$ cat src/design/sample_batch_spi_framer_macros.svh
// ----------------------------------------------------------------------------
// Assertion macros for the sample batch framer
// Shared concurrent assertion helpers, clocked on clk, reset by arst_n.
// ----------------------------------------------------------------------------
`ifndef SAMPLE_BATCH_SPI_FRAMER_MACROS_SVH
`define SAMPLE_BATCH_SPI_FRAMER_MACROS_SVH

`ifndef ASSERT_OFF
`define SBSF_ASSERT(lbl, prop, msg) \
	lbl: assert property (@(posedge clk) disable iff (!arst_n) (prop)) else $error(msg);
`define SBSF_ASSERT_IMP(lbl, ante, cons, msg) \
	`SBSF_ASSERT(lbl, (ante) |-> (cons), msg)
`else
`define SBSF_ASSERT(lbl, prop, msg)
`define SBSF_ASSERT_IMP(lbl, ante, cons, msg)
`endif

`endif

$ cat src/design/sbsf_pkg.sv
// ----------------------------------------------------------------------------
// sbsf_pkg
// Types and constants shared by the sample batch framer modules.
// ----------------------------------------------------------------------------
package sbsf_pkg;

	typedef enum logic [2:0] {
		CMD_SAMPLE    = 3'd0,
		CMD_FILTER    = 3'd1,
		CMD_SYNC_RISE = 3'd2,
		CMD_SYNC_FALL = 3'd3,
		CMD_READ      = 3'd4
	} cmd_t;

	localparam logic REG_GAIN = 1'b0;
	localparam logic REG_MODE = 1'b1;

	localparam int SAMPLE_W = 24;
	localparam int GAIN_W   = 4;
	localparam int ENTRY_W  = 2 * SAMPLE_W + GAIN_W;
	localparam int IDX_W    = 5;
	localparam int ADDR_W   = IDX_W + 1;
	localparam int FILL_W   = 6;
	localparam int PTR_W    = 9;
	localparam int K_W      = 4;

	localparam int HEADER_LEN       = 6;
	localparam int BYTES_PER_SAMPLE = 10;

	localparam logic [7:0]        HEADER_BYTE = 8'hAB;
	localparam logic [7:0]        PAD_BYTE    = 8'h00;
	localparam logic [GAIN_W-1:0] GAIN_MAX    = 4'd8;

	typedef struct packed {
		logic              we;
		logic [ADDR_W-1:0] addr;
		logic [ENTRY_W-1:0] data;
	} store_wr_t;

	typedef struct packed {
		logic [7:0] read_byte;
		logic       byte_valid;
		logic       frame_last;
		logic       frame_ready;
	} result_t;

endpackage

$ cat src/design/sample_batch_spi_framer.sv
// ----------------------------------------------------------------------------
// sample_batch_spi_framer
// Gathers converter samples into batches and serves them as a byte frame.
// ----------------------------------------------------------------------------
//
//  channel   direction  handshake            payload
//  s_*       in         s_tvalid / s_tready  tuser: cmd; tdata: adc_sample, filter_value
//  m_*       out        m_tvalid / m_tready  tdata: read_byte, byte_valid, frame_ready;
//                                            tlast: frame_last
//  cfg_*     in         cfg_we (no wait)     cfg_index selects gain_code / output_mode
//
//  An accepted transaction is registered in the input stage; its state update and
//  result then pass into the result register, from which the master side takes it.
//  One transaction is taken per cycle while the result register is free or being taken;
//  the next frame byte's store read is issued from the updated state, in time for it.
//  With the result register full and m_tready low, a held input transaction stalls
//  and s_tready drops. Reset clears all control state; the store holds no reset.
// ----------------------------------------------------------------------------
`include "sample_batch_spi_framer_macros.svh"

module sample_batch_spi_framer
	import sbsf_pkg::*;
#(
	parameter int BATCH_SIZE = 30
) (
	input  logic              clk,
	input  logic              arst_n,
	// slave side
	input  logic              s_tvalid,
	output logic              s_tready,
	input  logic [47:0]       s_tdata,   // [23:0] adc_sample, [47:24] filter_value
	input  logic [2:0]        s_tuser,   // [2:0] cmd
	// master side
	output logic              m_tvalid,
	input  logic              m_tready,
	output logic [15:0]       m_tdata,   // [7:0] read_byte, [8] byte_valid,
	                                     // [9] frame_ready, [15:10] zero
	output logic              m_tlast,   // frame_last
	// configuration
	input  logic              cfg_we,
	input  logic              cfg_index,
	input  logic [GAIN_W-1:0] cfg_data
);

	// configuration registers
	logic [GAIN_W-1:0] gain_q;
	logic              mode_q;

	// input stage
	logic                valid_s1;
	logic [2:0]          cmd_s1;
	logic [SAMPLE_W-1:0] sample_s1;
	logic [SAMPLE_W-1:0] filter_s1;

	// result stage
	logic    valid_s2;
	result_t result_s2;

	logic               advance;
	result_t            result;
	store_wr_t          wr;
	logic [ADDR_W-1:0]  raddr;
	logic [ENTRY_W-1:0] rd_data;

	// advance the input stage when the result register is free or being taken
	assign advance  = valid_s1 && (!valid_s2 || m_tready);
	assign s_tready = !valid_s1 || advance;

	always_ff @(posedge clk or negedge arst_n) begin
		if (!arst_n) begin
			gain_q <= '0;
			mode_q <= 1'b0;
		end else if (cfg_we) begin
			case (cfg_index)
				REG_GAIN: begin
					// drop gain codes above the legal range
					if (cfg_data <= GAIN_MAX) begin
						gain_q <= cfg_data;
					end
				end
				REG_MODE: mode_q <= cfg_data[0];
				default: begin
				end
			endcase
		end
	end

	always_ff @(posedge clk or negedge arst_n) begin
		if (!arst_n) begin
			valid_s1 <= 1'b0;
		end else if (s_tready) begin
			valid_s1 <= s_tvalid;
		end
	end

	always_ff @(posedge clk) begin
		if (s_tvalid && s_tready) begin
			cmd_s1    <= s_tuser;
			sample_s1 <= s_tdata[SAMPLE_W-1:0];
			filter_s1 <= s_tdata[2*SAMPLE_W-1:SAMPLE_W];
		end
	end

	sbsf_core #(
		.BATCH_SIZE (BATCH_SIZE)
	) u_core (
		.clk          (clk),
		.arst_n       (arst_n),
		.advance      (advance),
		.cmd          (cmd_s1),
		.adc_sample   (sample_s1),
		.filter_value (filter_s1),
		.gain_code    (gain_q),
		.output_mode  (mode_q),
		.rd_data      (rd_data),
		.wr           (wr),
		.raddr        (raddr),
		.result       (result)
	);

	sbsf_store u_store (
		.clk   (clk),
		.wr    (wr),
		.raddr (raddr),
		.rdata (rd_data)
	);

	// hold the result until the master side takes it
	always_ff @(posedge clk or negedge arst_n) begin
		if (!arst_n) begin
			valid_s2 <= 1'b0;
		end else if (advance) begin
			valid_s2 <= 1'b1;
		end else if (m_tready) begin
			valid_s2 <= 1'b0;
		end
	end

	always_ff @(posedge clk) begin
		if (advance) begin
			result_s2 <= result;
		end
	end

	assign m_tvalid = valid_s2;
	assign m_tdata  = {6'd0, result_s2.frame_ready, result_s2.byte_valid,
		result_s2.read_byte};
	assign m_tlast  = result_s2.frame_last;

	`SBSF_ASSERT_IMP(a_last_valid, m_tvalid && m_tlast, m_tdata[8],
		"frame end flagged on a byte that is not valid")
	`SBSF_ASSERT_IMP(a_last_drops_ready, m_tvalid && m_tlast, !m_tdata[9],
		"ready line still high after the frame end")
	`SBSF_ASSERT_IMP(a_stall_holds, valid_s1 && !advance, ##1 valid_s1,
		"stalled input stage lost its transaction")

endmodule

$ cat src/design/sbsf_store.sv
// ----------------------------------------------------------------------------
// sbsf_store
// Two-bank sample store, one write and one registered read per cycle.
// ----------------------------------------------------------------------------
module sbsf_store
	import sbsf_pkg::*;
(
	input  logic               clk,
	input  store_wr_t          wr,
	input  logic [ADDR_W-1:0]  raddr,
	output logic [ENTRY_W-1:0] rdata
);

	logic [ENTRY_W-1:0] mem [2**ADDR_W];
	logic [ENTRY_W-1:0] rdata_q;

	always_ff @(posedge clk) begin
		if (wr.we) begin
			mem[wr.addr] <= wr.data;
		end
		// forward a write to the address being read
		if (wr.we && (wr.addr == raddr)) begin
			rdata_q <= wr.data;
		end else begin
			rdata_q <= mem[raddr];
		end
	end

	assign rdata = rdata_q;

endmodule

$ cat src/design/sbsf_core.sv
// ----------------------------------------------------------------------------
// sbsf_core
// Batch and frame state with the per-transaction update logic.
// ----------------------------------------------------------------------------
`include "sample_batch_spi_framer_macros.svh"

module sbsf_core
	import sbsf_pkg::*;
#(
	parameter int BATCH_SIZE = 30
) (
	input  logic                clk,
	input  logic                arst_n,
	input  logic                advance,
	input  logic [2:0]          cmd,
	input  logic [SAMPLE_W-1:0] adc_sample,
	input  logic [SAMPLE_W-1:0] filter_value,
	input  logic [GAIN_W-1:0]   gain_code,
	input  logic                output_mode,
	input  logic [ENTRY_W-1:0]  rd_data,
	output store_wr_t           wr,
	output logic [ADDR_W-1:0]   raddr,
	output result_t             result
);

	localparam logic [FILL_W-1:0] BATCH_FILL = FILL_W'(BATCH_SIZE);
	localparam logic [15:0]       BATCH_CNT  = 16'(BATCH_SIZE);
	localparam logic [PTR_W-1:0]  FRAME_LEN  =
		PTR_W'(HEADER_LEN + BYTES_PER_SAMPLE * BATCH_SIZE);
	localparam logic [PTR_W-1:0]  HDR_LEN    = PTR_W'(HEADER_LEN);
	localparam logic [K_W-1:0]    K_LAST     = K_W'(BYTES_PER_SAMPLE - 1);

	logic [FILL_W-1:0]   fill_q,  fill_n;
	logic                full_q,  full_n;
	logic [15:0]         seq_q,   seq_n;
	logic [SAMPLE_W-1:0] held_q,  held_n;
	logic                bank_q,  bank_n;
	logic                ready_q, ready_n;
	logic [PTR_W-1:0]    ptr_q,   ptr_n;
	logic [K_W-1:0]      k_q,     k_n;
	logic [IDX_W-1:0]    idx_q,   idx_n;
	logic [15:0]         fseq_q,  fseq_n;
	logic                fmode_q, fmode_n;

	logic [7:0]          frame_byte;
	logic [SAMPLE_W-1:0] e_raw, e_flt;
	logic [GAIN_W-1:0]   e_gain;

	assign e_raw  = rd_data[SAMPLE_W-1:0];
	assign e_flt  = rd_data[2*SAMPLE_W-1:SAMPLE_W];
	assign e_gain = rd_data[ENTRY_W-1:2*SAMPLE_W];

	always_comb begin
		frame_byte = PAD_BYTE;
		if (ptr_q < HDR_LEN) begin
			case (ptr_q[2:0])
				3'd0:    frame_byte = HEADER_BYTE;
				3'd1:    frame_byte = BATCH_CNT[7:0];
				3'd2:    frame_byte = BATCH_CNT[15:8];
				3'd3:    frame_byte = fseq_q[7:0];
				3'd4:    frame_byte = fseq_q[15:8];
				3'd5:    frame_byte = {7'd0, fmode_q};
				default: frame_byte = PAD_BYTE;
			endcase
		end else begin
			case (k_q)
				4'd0, 4'd2: frame_byte = e_raw[7:0];
				4'd1, 4'd3: frame_byte = e_raw[15:8];
				4'd4:       frame_byte = e_raw[23:16];
				4'd5:       frame_byte = e_flt[7:0];
				4'd6:       frame_byte = e_flt[15:8];
				4'd7:       frame_byte = e_flt[23:16];
				4'd8:       frame_byte = {{(8-GAIN_W){1'b0}}, e_gain};
				default:    frame_byte = PAD_BYTE;
			endcase
		end
	end

	always_comb begin
		fill_n  = fill_q;
		full_n  = full_q;
		seq_n   = seq_q;
		held_n  = held_q;
		bank_n  = bank_q;
		ready_n = ready_q;
		ptr_n   = ptr_q;
		k_n     = k_q;
		idx_n   = idx_q;
		fseq_n  = fseq_q;
		fmode_n = fmode_q;
		wr      = '{we: 1'b0, addr: {bank_q, fill_q[IDX_W-1:0]},
			data: {gain_code, held_q, adc_sample}};
		result  = '{read_byte: 8'd0, byte_valid: 1'b0, frame_last: 1'b0,
			frame_ready: 1'b0};

		case (cmd_t'(cmd))
			CMD_SAMPLE: begin
				if ((fill_q < BATCH_FILL) && !full_q) begin
					wr.we  = advance;
					fill_n = fill_q + 1'b1;
					if (fill_n >= BATCH_FILL) begin
						full_n = 1'b1;
					end
				end
			end
			CMD_FILTER: begin
				held_n = filter_value;
			end
			CMD_SYNC_RISE: begin
				fill_n = '0;
				full_n = 1'b0;
			end
			CMD_SYNC_FALL: begin
				fill_n  = '0;
				full_n  = 1'b0;
				ready_n = 1'b0;
			end
			CMD_READ: begin
				if (ready_q && (ptr_q < FRAME_LEN)) begin
					result.read_byte  = frame_byte;
					result.byte_valid = 1'b1;
					ptr_n = ptr_q + 1'b1;
					if (ptr_q >= HDR_LEN) begin
						if (k_q == K_LAST) begin
							k_n   = '0;
							idx_n = idx_q + 1'b1;
						end else begin
							k_n = k_q + 1'b1;
						end
					end
					if (ptr_n >= FRAME_LEN) begin
						result.frame_last = 1'b1;
						ready_n = 1'b0;
						full_n  = 1'b0;
						fill_n  = '0;
					end
				end
			end
			default: begin
			end
		endcase

		// present a full batch once no frame is out
		if (full_n && !ready_n) begin
			bank_n  = ~bank_q;
			fseq_n  = seq_q;
			fmode_n = output_mode;
			seq_n   = seq_q + 1'b1;
			ptr_n   = '0;
			k_n     = '0;
			idx_n   = '0;
			ready_n = 1'b1;
		end

		result.frame_ready = ready_n;
		// fetch the entry for the byte after this transaction
		raddr = advance ? {~bank_n, idx_n} : {~bank_q, idx_q};
	end

	always_ff @(posedge clk or negedge arst_n) begin
		if (!arst_n) begin
			fill_q  <= '0;
			full_q  <= 1'b0;
			seq_q   <= '0;
			held_q  <= '0;
			bank_q  <= 1'b0;
			ready_q <= 1'b0;
			ptr_q   <= '0;
			k_q     <= '0;
			idx_q   <= '0;
			fseq_q  <= '0;
			fmode_q <= 1'b0;
		end else if (advance) begin
			fill_q  <= fill_n;
			full_q  <= full_n;
			seq_q   <= seq_n;
			held_q  <= held_n;
			bank_q  <= bank_n;
			ready_q <= ready_n;
			ptr_q   <= ptr_n;
			k_q     <= k_n;
			idx_q   <= idx_n;
			fseq_q  <= fseq_n;
			fmode_q <= fmode_n;
		end
	end

	`SBSF_ASSERT(a_fill_bound, fill_q <= BATCH_FILL, "fill count beyond batch size")
	`SBSF_ASSERT_IMP(a_ptr_bound, ready_q, ptr_q < FRAME_LEN, "presented frame past its end")
	`SBSF_ASSERT(a_k_bound, k_q <= K_LAST, "byte-in-sample counter out of range")

endmodule
$ cat config.mk
export PLATFORM = sky130hd
export DESIGN_NAME = sample_batch_spi_framer
export DESIGN_NICKNAME = d
export VERILOG_FILES = /design/src/design/sbsf_pkg.sv /design/src/design/sample_batch_spi_framer.sv /design/src/design/sbsf_store.sv /design/src/design/sbsf_core.sv
export VERILOG_INCLUDE_DIRS = /design/src /design/src/design
export SDC_FILE = /design/constraint.sdc
export NUM_CORES = 2
export LEC_CHECK = 0
export ABC_AREA = 1
export ABC_CLOCK_PERIOD_IN_PS = 9160
export BUFFER_PORTS_ARGS = -buffer_cell sky130_fd_sc_hd__buf_2
export CORE_MARGIN = 3
export CORE_UTILIZATION = 53
export CTS_BUF_LIST = sky130_fd_sc_hd__clkbuf_2 sky130_fd_sc_hd__clkbuf_4 sky130_fd_sc_hd__clkbuf_8
export CTS_CLUSTER_DIAMETER = 30
export CTS_CLUSTER_SIZE = 8
export DETAILED_ROUTE_END_ITERATION = 10
export PLACE_DENSITY = 0.68
export SKIP_CTS_REPAIR_TIMING = 1
export SLEW_MARGIN = 30
export SYNTH_ARGS = -nofsm -noshare
export SYNTH_HDL_FRONTEND = slang
export SYNTH_HIERARCHICAL = 1
export SYNTH_SLANG_ARGS = --single-unit
$ cat constraint.sdc
create_clock -name clk -period 9.16 [get_ports clk]
set_input_delay 0.916 -clock clk [delete_from_list [all_inputs] [get_ports clk]]
set_output_delay 0.916 -clock clk [all_outputs]
set_load 0.02 [all_outputs]
## After elaboration in Yosys (flattened, before gate mapping)

Memory sizes are Yosys's and may differ from the RTL's. A register that Yosys moved wholly into a read port is not among the register bits.
Cells that the tools add are included.

- Flip-flop bits (word level): 153
- Input port bits: 61
- Memory bits (writable): 3328
- Word-level logic and storage cells: 127
- Memories kept: 1
- Output and inout bits: 19

Memory list:

| name | depth | width | read ports | clocked after memory_dff | wr ports | line | RTL |
|---|---|---|---|---|---|---|---|
| u_store.mem | 64 | 52 | 1 | 1 | 1 | sbsf_store.sv:14 | `logic [ENTRY_W-1:0] mem [2**ADDR_W];` |

- Multiplexer cells: 39
- $add $sub $neg: 5
- $lt $le $gt $ge: 7
- Eq/ne operators: 20
- Bitwise operators: 3
- Reduce and logical (&&, ||, !) cells: 30

Operators with widths:

| kind | count |
|---|---|
| $pmux W8 S7 | 1 |
| $pmux W8 S5 | 1 |
| $mux W9 | 3 |
| $mux W5 | 5 |
| $mux W6 | 4 |
| $mux W4 | 5 |
| $pmux W6 S3 | 1 |
| $add A16 B1 Y16 const B | 1 |
| $eq A4 B3 Y1 const B | 4 |
| $mux W1 | 15 |
| $add A9 B1 Y9 const B | 1 |
| $eq A3 B2 Y1 const B | 3 |
| $eq A3 B3 Y1 const B | 3 |
| $ge A9 B3 Y1 const B | 1 |
| $ge A9 B9 Y1 const B | 1 |
| $lt A9 B3 Y1 const B | 1 |
| $lt A9 B9 Y1 const B | 1 |
| $eq A4 B2 Y1 const B | 2 |
| $eq A4 B4 Y1 const B | 2 |
| $mux W8 | 1 |
| $reduce_and A2 Y1 | 4 |
| $reduce_bool A2 Y1 | 4 |
| $add A6 B1 Y6 const B | 1 |
| $eq A3 B1 Y1 const B | 2 |
| 21 further kinds | 37 |

## Depth between registers and ports, before layout

- Depth in word-level cells: 10
- Gate-level depth with buffers: 19
- Mapped depth without buffers: 17

## Hierarchy

Netlist, hierarchy kept.

By module, submodules not included:

| module | cells each | area an instance (µm²) | seq. area each (µm²) | instances |
|---|---|---|---|---|
| sbsf_store | 10898 | 133350.4 | 100056.0 | 1 |
| sbsf_core | 673 | 5144.9 | 2102.0 | 1 |
| sample_batch_spi_framer | 108 | 2252.2 | 2037.0 | 1 |

## Worst setup path after synthesis

Ideal clock, no wire load.

- Path type: input to register
- Start: input port m_tready
- End: memory u_store/mem[48][0] (netlist bit), enable pin
- Setup slack: 0.355 ns
- Path buffers: 2
- Setup time: 0.592 ns
- Arrival: 8.213 ns
- Stages: 11
- Cells stage by stage: inv_1 > a21oi_1 > inv_1 > nor2_1 > and2_1 > buf_2 > nand3_1 > inv_1 > clkbuf_1 > nand4_1 > nor4_1

RTL lines:

| item | line | RTL |
|---|---|---|
| from (decl) | sample_batch_spi_framer.sv:35 | `input logic m_tready,` |
| to (decl) | sbsf_store.sv:14 |  |

==> flow_summary.toml <==
[status]
status = "finished, final reports clean"

[power]
p_leak_nw = 56.0
peakVddDrop_v = 0.000294
powerDensity_mw_per_mm2 = 266

[timing]
rsz0062_at_grt = "false"
post-route-min-period_ns = 5.30
setup_viol = 0
fin_hold_ws_ns = 0.0538
finalCritPeriodShare_pct = 57.9
clock_skew_ns = 0.0550
finalHoldViolations = 0
final_max_slew_viol_count = 0
relSlewSlack_pct = 26.9
fin_tns_setup_ns = 0
worst_pin_slew_ns = 1.10
clock.fmax_mhz = 189

[setup_path]
reg2reg_depth = 15
crit_path_start_kind = "register"
cp_max_fo = 32
r2r_end = "u_store/mem[30][13]$_DFFE_PP_"
cp.required_ns = 9.82
crit_arrival_ns = 5.96
path_class = "register to register"
r2r-start = "u_core/ptr_q[0]$_DFFE_PN0P_"
endpoint_kind = "register"
rrSetupSlack_ns = 3.86

[yosys]
synth_edf_count = 3390
synth.largest_area_cell = "edfxtp_1"
syn_area_per_cell_sq_um = 12.1
ys_warn_count = 6
async_flop_share_pct = 2.61
synthesis.area_sq_mm = 0.141
synth.most_common_cell = "nand2_1"
ys_seq_area_share_pct = 74.0
netlist.area_leader.share_pct = 72.3
synth_ff_type = "edfxtp_1"
syn_inst = 11700
synth_area_leaders = "edfxtp_1 (72%), nand3_1 (11%), nand2_1 (10%)"
ys_seq_elements = 3487
ys_top_cells_by_count = "nand2_1 (3866), edfxtp_1 (3390), nand3_1 (3143)"
synth_cell_type_count = 50

[floorplanning]
rows = 188
coreArea_sq_mm = 0.263
die_area_sq_mm = 0.272
ioPinCount = 80
die_w_microns = 521
die_h_microns = 521
initial_core_util_pct = 53.5

[cts]
cts_buffer_depth = 4
cts_tree = "done"
root_buffer = "clkbuf_8"
path_clk_slew_ns = 0.06
cts_made_buffers = 621
clock_latency_ns = 1.06
htreeDepth = 6
cts_sinks = 3487

[route]
wl_per_cell_microns = 26.7
antenna_left = 0
drc = 0
routed_wl_microns = 422000
dr.pass1.iters = 6
vias = 96400
via_per_inst = 6.10
drtIter0Drc = 15300

[global_routing]
antenna_found_initial = 23
track_usage_pct = 30.5
grt_overflow = 0
grt_max_degree = 189
grt_pass1_wl_microns = 612000
grt_pass1_vias = 92500

[finish]
area_growth_syn_to_layout_pct = 11.7
final_nets = 11900
finalInstanceArea_sq_mm = 0.157
drive_gt1_share_pct = 11.5
fillers = 20300

[placed_design]
place_area_sq_mm = 0.144
hpwlAfterDp_microns = 223000
routabilityCongestion = 0.938
io_buffers = 73

[flow_run]
max-cap-violations = 0

[min_path]
hp-start = "s_tdata[15]"
holdCritPathClass = "input pin to register"
holdPathStages = 1
min_to = "sample_s1[15]$_DFFE_PP_"
==> critical path, cell delays in order (launching register included) <==
cell and delay, ns:
dfrtp_1 0.44, ha_1 0.27, ha_1 0.30, nand2_1 0.09, nor2_1 0.05, nand3_1 0.08, nand3_1 0.08, nand2_1 0.09
nand2_1 0.06, nand2_1 0.07, and2_1 0.28, nand3_1 0.25, inv_1 0.38, nand4_1 0.73, nor2_4 1.02, buf_4 0.64
==> logic make-up after synthesis <==
family	share of synthesized area, %
simple gates	22.0
flops	74.0
buf+inv	3.23
compound gates	0.378
mux	0.199
xor+xnor	0.0933
fa+ha+maj	0.0711
other cells	0.00266
==> metal layers <==
metal	wire, microns	share of wire [%]	track usage [%]	vias up
li1	-	-	-	41800
met1	153000	36	41.4	47000
met2	194000	46	46.7	6561
met3	54600	13	7.33	1011
met4	20500	4.9	14.3	4
met5	27	0.0064	0	-
==> flip-flops by register name, indices dropped and copies added, names as in the netlist, 3 cells and up, named ones only <==
| register | flops |
|---|---|
| u_core/k_q | 4 |
| u_store/mem | 3328 |
| sample_s1 | 24 |
| u_core/held_q | 24 |
| u_core/idx_q | 5 |
| u_core/fill_q | 6 |
| filter_s1 | 24 |
| u_core/seq_q | 16 |
| gain_q | 4 |
| u_core/ptr_q | 9 |
| cmd_s1 | 3 |
| u_core/fseq_q | 16 |
| m_tdata | 10 |
==> worst max-delay path by stage <==
| stage | start | depth (start not counted) | endpoint |
|---|---|---|---|
| global route | u_core/ptr_q[0]$_DFFE_PN0P_ | 15 | u_store/mem[29][41]$_DFFE_PP_ |
| finish | u_core/ptr_q[0]$_DFFE_PN0P_ | 15 | u_store/mem[30][13]$_DFFE_PP_ |
| detailed placement | m_tready | 12 | u_store/mem[30][33]$_DFFE_PP_ |
| CTS | u_core/ptr_q[0]$_DFFE_PN0P_ | 15 | u_store/mem[30][41]$_DFFE_PP_ |
| floorplan | m_tready | 11 | u_store/mem[48][0]$_DFFE_PP_ |
| global placement | m_tready | 12 | u_store/mem[38][7]$_DFFE_PP_ |
==> area by class of cell <==
class / instances / area (sq um) / share of cell area [%]
Clock buffer: 740 / 9530 / 6.06
Clock inverter: 307 / 2920 / 1.86
Sequential cell: 3487 / 104000 / 66.3
Timing Repair Buffer: 337 / 3100 / 1.97
Tap cell: 3515 / 4400 / 2.80
Multi-Input combinational cell: 7298 / 32500 / 20.7
Antenna cell: 8 / 20.0 / 0.0127
Inverter: 114 / 472 / 0.300
==> through the flow <==
step	total power [mW]	util, %	setup WS (ns)	cells
global placement	26.9	54.7	3.66	14700
floorplan	23.9	-	0.355	11700
detailed placement	27.1	54.8	3.62	14700
global route	43.2	59.7	3.69	15800
finish	41.8	59.7	3.86	15800
CTS	41.7	59.6	3.92	15800
==> where the power goes <==
part	leakage (nW)	internal [mW]	total, mW	switching, mW
sequential	31.8	18.5	19.0	0.436
clock	6.45	8.28	14.7	6.44
combinational	17.7	1.80	8.09	6.29
==> placed cells by master, fill, tap and decap left out, types with 29 or more instances in the layout <==
| master | count |
|---|---|
| buf_2 | 72 |
| dfrtp_1 | 74 |
| nand2_1 | 3866 |
| inv_1 | 103 |
| clkinv_1 | 100 |
| nor2_1 | 35 |
| clkinv_2 | 93 |
| clkinvlp_4 | 29 |
| buf_4 | 193 |
| bufinv_16 | 48 |
| clkbuf_8 | 635 |
| buf_12 | 30 |
| edfxtp_1 | 3390 |
| nor2_4 | 58 |
| nand3_1 | 3142 |
| clkbuf_4 | 105 |
Power figures use the tool's default switching activity.
